--- src/rtl/cross_correlation_lag_search_defines.svh ---
// ----------------------------------------------------------------------------
// Cross-correlation lag search: assertion macros
// Shared property forms for the assertions of the lag search design.
// ----------------------------------------------------------------------------
`ifndef CROSS_CORRELATION_LAG_SEARCH_DEFINES_SVH
`define CROSS_CORRELATION_LAG_SEARCH_DEFINES_SVH

// Check a condition in the same cycle as its trigger
`define XCLS_ASSERT_NOW(label, ante, cons, msg) \
    label: assert property (@(posedge clk) disable iff (!rst_n) (ante) |-> (cons)) \
        else $error(msg);

// Check a condition in the cycle after its trigger
`define XCLS_ASSERT_NEXT(label, ante, cons, msg) \
    label: assert property (@(posedge clk) disable iff (!rst_n) (ante) |=> (cons)) \
        else $error(msg);

`endif

--- src/rtl/xcls_pkg.sv ---
// ----------------------------------------------------------------------------
// Cross-correlation lag search package
// Field widths, operation and register codes, sequencer states and the
// structs passed between the top level and the lag engine.
// ----------------------------------------------------------------------------
package xcls_pkg;

    localparam int OP_W       = 2;
    localparam int SAMPLE_W   = 16;
    localparam int LAG_CFG_W  = 14;
    localparam int WIN_W      = 13;
    localparam int LAG_W      = 15;
    localparam int SUM_W      = 44;
    localparam int CNT_W      = 13;
    localparam int PROD_W     = 2 * SAMPLE_W;
    localparam int CMP_W      = SUM_W + CNT_W + 1;
    localparam int IDX_W      = LAG_W + 1;
    localparam int CFG_IDX_W  = 1;
    localparam int CFG_DATA_W = 14;
    localparam int IN_DATA_W  = 16;
    localparam int OUT_DATA_W = 80;

    localparam logic [LAG_CFG_W-1:0] MAX_LAG_RESET = 14'd10000;
    localparam logic [WIN_W-1:0]     WINDOW_RESET  = 13'd5000;

    // Configuration register indexes
    localparam logic [CFG_IDX_W-1:0] CFG_MAX_LAG = 1'b0;
    localparam logic [CFG_IDX_W-1:0] CFG_WINDOW  = 1'b1;

    typedef enum logic [OP_W-1:0] {
        OP_LOAD_REF = 2'd0,
        OP_LOAD_SEC = 2'd1,
        OP_SEARCH   = 2'd2
    } op_t;

    typedef enum logic [3:0] {
        S_IDLE,
        S_SETUP,
        S_LAG_INIT,
        S_RUN,
        S_DRAIN,
        S_MUL,
        S_CMP,
        S_NEXT,
        S_DONE
    } eng_state_t;

    typedef struct packed {
        logic start;
        logic ack;
    } eng_ctrl_t;

    typedef struct packed {
        logic busy;
        logic done;
    } eng_status_t;

    typedef struct packed {
        logic                    found;
        logic signed [LAG_W-1:0] best_lag;
        logic signed [SUM_W-1:0] best_sum;
        logic [CNT_W-1:0]        best_count;
    } eng_result_t;

endpackage

--- src/rtl/xcls_lag_engine.sv ---
// ----------------------------------------------------------------------------
// Lag engine
// Walks the lags in increasing order, streams both sample memories through
// a multiply-accumulate pipeline and keeps the lag with the best mean
// product, compared exactly by cross-multiplying sums and counts.
// ----------------------------------------------------------------------------
`include "cross_correlation_lag_search_defines.svh"

module xcls_lag_engine
    import xcls_pkg::*;
#(
    parameter int SAMPLE_DEPTH = 16384
)
(
    input  logic                               clk,
    input  logic                               rst_n,
    input  eng_ctrl_t                          ctrl,
    output eng_status_t                        status,
    input  logic [$clog2(SAMPLE_DEPTH+1)-1:0]  ref_len,
    input  logic [$clog2(SAMPLE_DEPTH+1)-1:0]  sec_len,
    input  logic [LAG_CFG_W-1:0]               max_lag,
    input  logic [WIN_W-1:0]                   window_limit,
    output logic [$clog2(SAMPLE_DEPTH)-1:0]    ref_raddr,
    output logic [$clog2(SAMPLE_DEPTH)-1:0]    sec_raddr,
    input  logic signed [SAMPLE_W-1:0]         ref_rdata,
    input  logic signed [SAMPLE_W-1:0]         sec_rdata,
    output eng_result_t                        result
);

    localparam int LW = $clog2(SAMPLE_DEPTH + 1);
    localparam int AW = $clog2(SAMPLE_DEPTH);
    localparam int MW = (LW > LAG_CFG_W) ? LW : LAG_CFG_W;
    localparam int HW = MW + 2;

    eng_state_t state_reg, state_next;

    logic [LAG_CFG_W-1:0]     span_reg;
    logic [WIN_W-1:0]         test_len_reg;
    logic signed [LAG_W-1:0]  lag_reg;
    logic [WIN_W-1:0]         i_reg;
    logic [WIN_W-1:0]         hi_reg;
    logic [CNT_W-1:0]         count_reg;
    logic                     rd_v_reg;
    logic                     prod_v_reg;
    logic signed [PROD_W-1:0] prod_reg;
    logic signed [SUM_W-1:0]  acc_reg;
    logic signed [CMP_W-1:0]  cand_a_reg;
    logic signed [CMP_W-1:0]  cand_b_reg;
    logic                     found_reg;
    logic signed [LAG_W-1:0]  best_lag_reg;
    logic signed [SUM_W-1:0]  best_sum_reg;
    logic [CNT_W-1:0]         best_count_reg;

    logic [LW-1:0]            min_len;
    logic [MW-1:0]            min_ext;
    logic [LAG_CFG_W-1:0]     span_next;
    logic [WIN_W-1:0]         test_len_next;
    logic signed [LAG_W-1:0]  lag_neg;
    logic [LAG_CFG_W-1:0]     lo;
    logic signed [HW-1:0]     hi_raw;
    logic signed [HW-1:0]     hi_s;
    logic signed [HW-1:0]     lo_s;
    logic signed [HW-1:0]     test_s;
    logic                     skip;
    logic                     run_last;
    logic                     at_end;
    logic signed [IDX_W-1:0]  sec_idx;
    logic signed [CNT_W:0]    best_count_s;
    logic signed [CNT_W:0]    count_s;
    logic                     issue;

    // Lag span and window length from the store lengths
    always_comb
    begin
        min_len = (ref_len < sec_len) ? ref_len : sec_len;
        min_ext = MW'(min_len);
        if (min_ext < MW'(max_lag))
        begin
            span_next = LAG_CFG_W'(min_ext >> 1);
        end
        else
        begin
            span_next = max_lag;
        end
        if (min_ext < MW'(window_limit))
        begin
            test_len_next = WIN_W'(min_ext);
        end
        else
        begin
            test_len_next = window_limit;
        end
    end

    // Overlap bounds of the current lag
    always_comb
    begin
        lag_neg = -lag_reg;
        lo      = lag_reg[LAG_W-1] ? lag_neg[LAG_CFG_W-1:0] : '0;
        lo_s    = signed'(HW'(lo));
        test_s  = signed'(HW'(test_len_reg));
        hi_raw  = signed'(HW'(sec_len)) - HW'(lag_reg);
        hi_s    = (hi_raw > test_s) ? test_s : hi_raw;
        skip    = (hi_s <= lo_s);
    end

    // Read addresses and loop ends
    always_comb
    begin
        sec_idx      = signed'(IDX_W'(i_reg)) + IDX_W'(lag_reg);
        ref_raddr    = AW'(i_reg);
        sec_raddr    = AW'(unsigned'(sec_idx));
        run_last     = (i_reg == hi_reg - WIN_W'(1));
        at_end       = (lag_reg == signed'({1'b0, span_reg}));
        best_count_s = signed'({1'b0, best_count_reg});
        count_s      = signed'({1'b0, count_reg});
    end

    // Advance the sequencer
    always_ff @(posedge clk or negedge rst_n)
    begin
        if (!rst_n)
        begin
            state_reg  <= S_IDLE;
            rd_v_reg   <= 1'b0;
            prod_v_reg <= 1'b0;
            found_reg  <= 1'b0;
        end
        else
        begin
            state_reg  <= state_next;
            rd_v_reg   <= issue;
            prod_v_reg <= rd_v_reg;
            if (state_reg == S_SETUP)
            begin
                found_reg <= 1'b0;
            end
            else if (state_reg == S_CMP && (!found_reg || cand_a_reg > cand_b_reg))
            begin
                found_reg <= 1'b1;
            end
        end
    end

    // Next state
    always_comb
    begin
        state_next = state_reg;
        unique case (state_reg)
            S_IDLE:     if (ctrl.start) state_next = S_SETUP;
            S_SETUP:    state_next = S_LAG_INIT;
            S_LAG_INIT: state_next = skip ? S_NEXT : S_RUN;
            S_RUN:      if (run_last) state_next = S_DRAIN;
            S_DRAIN:    if (!rd_v_reg && !prod_v_reg) state_next = S_MUL;
            S_MUL:      state_next = S_CMP;
            S_CMP:      state_next = S_NEXT;
            S_NEXT:     state_next = at_end ? S_DONE : S_LAG_INIT;
            S_DONE:     if (ctrl.ack) state_next = S_IDLE;
            default:    state_next = S_IDLE;
        endcase
    end

    // Sequencer outputs
    always_comb
    begin
        issue       = (state_reg == S_RUN);
        status.busy = (state_reg != S_IDLE);
        status.done = (state_reg == S_DONE);
    end

    // Lag walk, multiply-accumulate and best-lag datapath
    always_ff @(posedge clk)
    begin
        prod_reg <= ref_rdata * sec_rdata;
        if (state_reg == S_LAG_INIT)
        begin
            acc_reg <= '0;
        end
        else if (prod_v_reg)
        begin
            acc_reg <= acc_reg + SUM_W'(prod_reg);
        end
        unique case (state_reg)
            S_SETUP:
            begin
                span_reg       <= span_next;
                test_len_reg   <= test_len_next;
                lag_reg        <= -signed'({1'b0, span_next});
                best_lag_reg   <= '0;
                best_sum_reg   <= '0;
                best_count_reg <= '0;
            end
            S_LAG_INIT:
            begin
                i_reg     <= WIN_W'(lo);
                hi_reg    <= WIN_W'(hi_s);
                count_reg <= CNT_W'(hi_s - lo_s);
            end
            S_RUN:
            begin
                i_reg <= i_reg + WIN_W'(1);
            end
            S_MUL:
            begin
                cand_a_reg <= acc_reg * best_count_s;
                cand_b_reg <= best_sum_reg * count_s;
            end
            S_CMP:
            begin
                if (!found_reg || cand_a_reg > cand_b_reg)
                begin
                    best_lag_reg   <= lag_reg;
                    best_sum_reg   <= acc_reg;
                    best_count_reg <= count_reg;
                end
            end
            S_NEXT:
            begin
                if (!at_end)
                begin
                    lag_reg <= lag_reg + 15'sd1;
                end
            end
            default:
            begin
            end
        endcase
    end

    // Drive the result
    always_comb
    begin
        result.found      = found_reg;
        result.best_lag   = best_lag_reg;
        result.best_sum   = best_sum_reg;
        result.best_count = best_count_reg;
    end

    `XCLS_ASSERT_NOW(a_run_in_window, state_reg == S_RUN, i_reg < hi_reg,
        "read index left the overlap window")
    `XCLS_ASSERT_NEXT(a_no_stray_read, state_reg != S_RUN, !rd_v_reg,
        "memory read issued outside the run phase")
    `XCLS_ASSERT_NOW(a_drained_before_mul, state_reg == S_MUL, !rd_v_reg && !prod_v_reg,
        "compare started before the accumulator drained")
    `XCLS_ASSERT_NOW(a_found_count, found_reg && state_reg == S_DONE, best_count_reg != '0,
        "best lag kept with no products")

endmodule

--- config.mk ---
export PLATFORM = sky130hd
export DESIGN_NAME = xcls_lag_engine
export DESIGN_NICKNAME = d
export VERILOG_FILES = /design/src/rtl/xcls_pkg.sv /design/src/rtl/xcls_lag_engine.sv
export VERILOG_INCLUDE_DIRS = /design/src /design/src/rtl
export SDC_FILE = /design/constraint.sdc
export NUM_CORES = 2
export LEC_CHECK = 0
export BUFFER_PORTS_ARGS = -buffer_cell sky130_fd_sc_hd__buf_2
export CAP_MARGIN = 20
export CORE_ASPECT_RATIO = 1.25
export CORE_MARGIN = 2
export CORE_UTILIZATION = 60
export DETAILED_ROUTE_END_ITERATION = 7
export PLACE_DENSITY = 0.8
export SYNTH_ARGS = -nofsm -noshare
export SYNTH_HDL_FRONTEND = slang
export SYNTH_SLANG_ARGS = --single-unit
export TNS_END_PERCENT = 10
--- constraint.sdc ---
create_clock -name clk -period 8.8 [get_ports clk]
set_input_delay 1.76 -clock clk [delete_from_list [all_inputs] [get_ports clk]]
set_output_delay 1.76 -clock clk [all_outputs]
set_load 0.1 [all_outputs]
==> flow_metrics.py <==
metrics = {
    "outcome": {
        "status": "finished clean",
    },
    "finish": {
        "drive_gt1_share_pct": 5.668,
        "diodes": 0,
        "nets": 9250,
        "syn_to_final_growth_pct": 5.470,
    },
    "setup_path": {
        "arrival_ns": 8.55,
        "critical_path_class": "input port to flip-flop",
        "rrSetupSlack_ns": 0.85,
        "path_max_fanout": 4,
        "startpoint_type": "input port",
        "crit_family": "compound AO/OA/AOI/OAI gates",
        "cp_data_required_time_ns": 9.30,
        "worst-path-buf-inv": 4,
        "path_common_cell": "a21oi_1",
        "crit_path_max_incr_delay_ns": 0.47,
        "end_kind": "flip-flop",
        "cp_slowest_cell": "or4_1",
    },
    "grt": {
        "globalRouteMet1Util_pct": 37.67,
        "grt.busiest_layer": "met2",
        "antenna_found_initial": 1,
        "grt_usage_pct": 29.80,
        "grt_max_degree": 74,
        "first_global_vias": 54904,
        "overflow": 0,
        "grt_first_pass_wirelength_um": 280200,
        "grt_use_met3_pct": 3.746,
        "met2_usage_pct": 52.46,
    },
    "clock_network": {
        "clock_path_buffers": 3,
        "cts_setup_buffers": 0,
        "numCtsBuffers": 37,
        "cts_root_buf": "clkbuf_16",
        "clock_sinks": 352,
        "h-tree-depth": 2,
        "cts_tree": "built",
        "holdBufCountCts": 0,
        "cts_resized": 0,
        "clkTransAtPathRegs_ns": 0.06,
        "clock_latency_ns": 0.61,
    },
    "logic_synthesis": {
        "synth_area_per_cell_um2": 9.377,
        "synth_edf_count": 269,
        "ys_seq_area_share_pct": 14.26,
        "syn-num-nets": 9233,
        "syn-instance-count": 7311,
        "ys_warn_count": 0,
        "netlist-cell-type-count": 83,
        "synth_flop_cell": "edfxtp_1",
        "async_flop_share_pct": 1.989,
        "synth-seq-cells": 352,
        "syn_area_mm2": 0.06855,
    },
    "timing": {
        "tns_ns": 0,
        "finalHoldViolCount": 0,
        "period_needed_ns": 8.050,
        "max_freq_mhz": 124.2,
        "period_share_pct": 91.48,
        "tightest_slew_ns": 1.179,
        "finalSetupViolCount": 0,
        "slew-limit-headroom_pct": 21.40,
        "slew_violations": 0,
        "skew_ns": 0.04797,
        "rsz0062_at_grt": "false",
        "worst_slack_ns": 0.7497,
    },
    "drt": {
        "dr_total_vias": 50398,
        "finalWirelength_um": 167200,
        "wl_per_cell_um": 18.95,
        "ant_nets": 0,
        "drt_iter0_markers": 2900,
        "via_per_inst": 5.710,
        "drc": 0,
        "first_pass_iters": 6,
    },
    "place": {
        "gp_congestion": 0.9539,
        "hpwl_um": 135500,
        "io_buffers": 194,
        "post-place-ws_ns": 0.2005,
    },
    "floorplan": {
        "die_x_um": 306.3,
        "ios": 196,
        "die_h_um": 381.9,
        "start_util_pct": 60.52,
        "rows": 138,
        "core_area_mm2": 0.1133,
        "die_area_mm2": 0.1170,
    },
    "min_path": {
        "hold_path_class": "flip-flop to flip-flop",
    },
    "job": {
        "cap_violations": 0,
    },
}
==> cell usage after synthesis, types with 7 or more instances <==
cell	instances	share of area (%)
o22ai_1	20	0.18
a211oi_1	28	0.31
nor2b_1	41	0.37
buf_1	7	0.038
nor2_1	225	1.2
fa_1	1286	38
mux2i_1	53	0.77
and3_1	25	0.23
or3_1	18	0.16
dfrtp_1	7	0.26
mux2_2	27	0.44
xor2_1	87	1.1
o2111ai_1	7	0.089
nand3_1	73	0.53
o21ai_0	144	1.1
inv_1	1406	7.7
a31oi_1	30	0.27
and4_1	10	0.13
nor4_1	25	0.23
ha_1	543	9.9
and2_1	806	7.4
a21oi_1	240	1.8
a21boi_0	10	0.11
a21o_1	122	1.3
o21a_1	42	0.46
nor3_1	85	0.62
o211ai_1	19	0.21
or2_2	12	0.11
clkbuf_1	289	1.6
dfxtp_1	76	2.2
edfxtp_1	269	12
o31ai_1	12	0.13
nand2_1	840	4.6
nand2b_1	38	0.35
xnor2_1	200	2.6
o21bai_1	27	0.30
o31a_1	7	0.089
nand4_1	42	0.38
==> routing by layer <==
metal,vias to the layer above,share of wire (%)
li1,22747,-
met1,25491,39
met2,1800,50
met3,358,6.7
met4,2,3.9
met5,-,0.0096
==> final timing paths <==
check | start | end | depth (start not counted)
setup / recovery | sec_len[0] | state_reg[2]$_DFFE_PN0P_ | 34
hold / removal | rd_v_reg$_DFF_PN0_ | prod_v_reg$_DFF_PN0_ | 0
setup reg to reg | count_reg[8]$_DFFE_PP_ | cand_b_reg[55]$_DFFE_PN_ | 21
hold reg to reg | rd_v_reg$_DFF_PN0_ | prod_v_reg$_DFF_PN0_ | 0
max in group asynchronous | rst_n | prod_v_reg$_DFF_PN0_ | 1
min in group asynchronous | rst_n | found_reg$_DFFE_PN0P_ | 1
==> logic make-up after synthesis <==
| family | after synthesis | synth area share, % |
|---|---|---|
| xor+xnor | 287 | 3.667 |
| mux | 82 | 1.256 |
| flops | 352 | 14.26 |
| compound gates | 785 | 7.341 |
| buf+inv | 1712 | 9.414 |
| other cells | 1 | 0.005470 |
| fa+ha+maj | 1829 | 47.47 |
| simple gates | 2263 | 16.59 |
==> area by class of cell <==
| class | count | area, um2 |
|---|---|---|
| sequential | 352 | 9776 |
| inverter | 1406 | 5278 |
| multi-input combinational | 5247 | 52350 |
| fill | 9077 | 40970 |
| clock buffer | 40 | 937.1 |
| tap | 1470 | 1839 |
| clock inverter | 28 | 420.4 |
| timing repair buffer | 284 | 1699 |
==> through the flow <==
step / util, % / cell area (um2) / cells / hold WS, ns
6_report: 63.83 / 72300 / 8827 / 0.3800
5_1_grt: 63.83 / 72300 / 8827 / 0.3906
4_1_cts: 63.78 / 72250 / 8825 / 0.3820
3_5_place_dp: 62.59 / 70890 / 8757 / 0.3644
3_3_place_gp: 62.59 / 70890 / 8757 / 0.3527
2_1_floorplan: - / 68550 / 7311 / 0.3488
==> cells in the final DEF (no fill, tap or decap), types with 76 or more instances in the layout <==
cell,n
inv_1,1405
fa_1,1286
nand2_1,840
and2_1,806
ha_1,543
edfxtp_1,269
a21oi_1,240
nor2_1,224
xnor2_1,200
buf_2,194
o21ai_0,143
a21o_1,122
xor2_1,87
buf_4,87
nor3_1,85
dfxtp_1,76
Power is not shown: default switching activity piles up to over one toggle a cycle in this logic, so the estimate is an artifact.
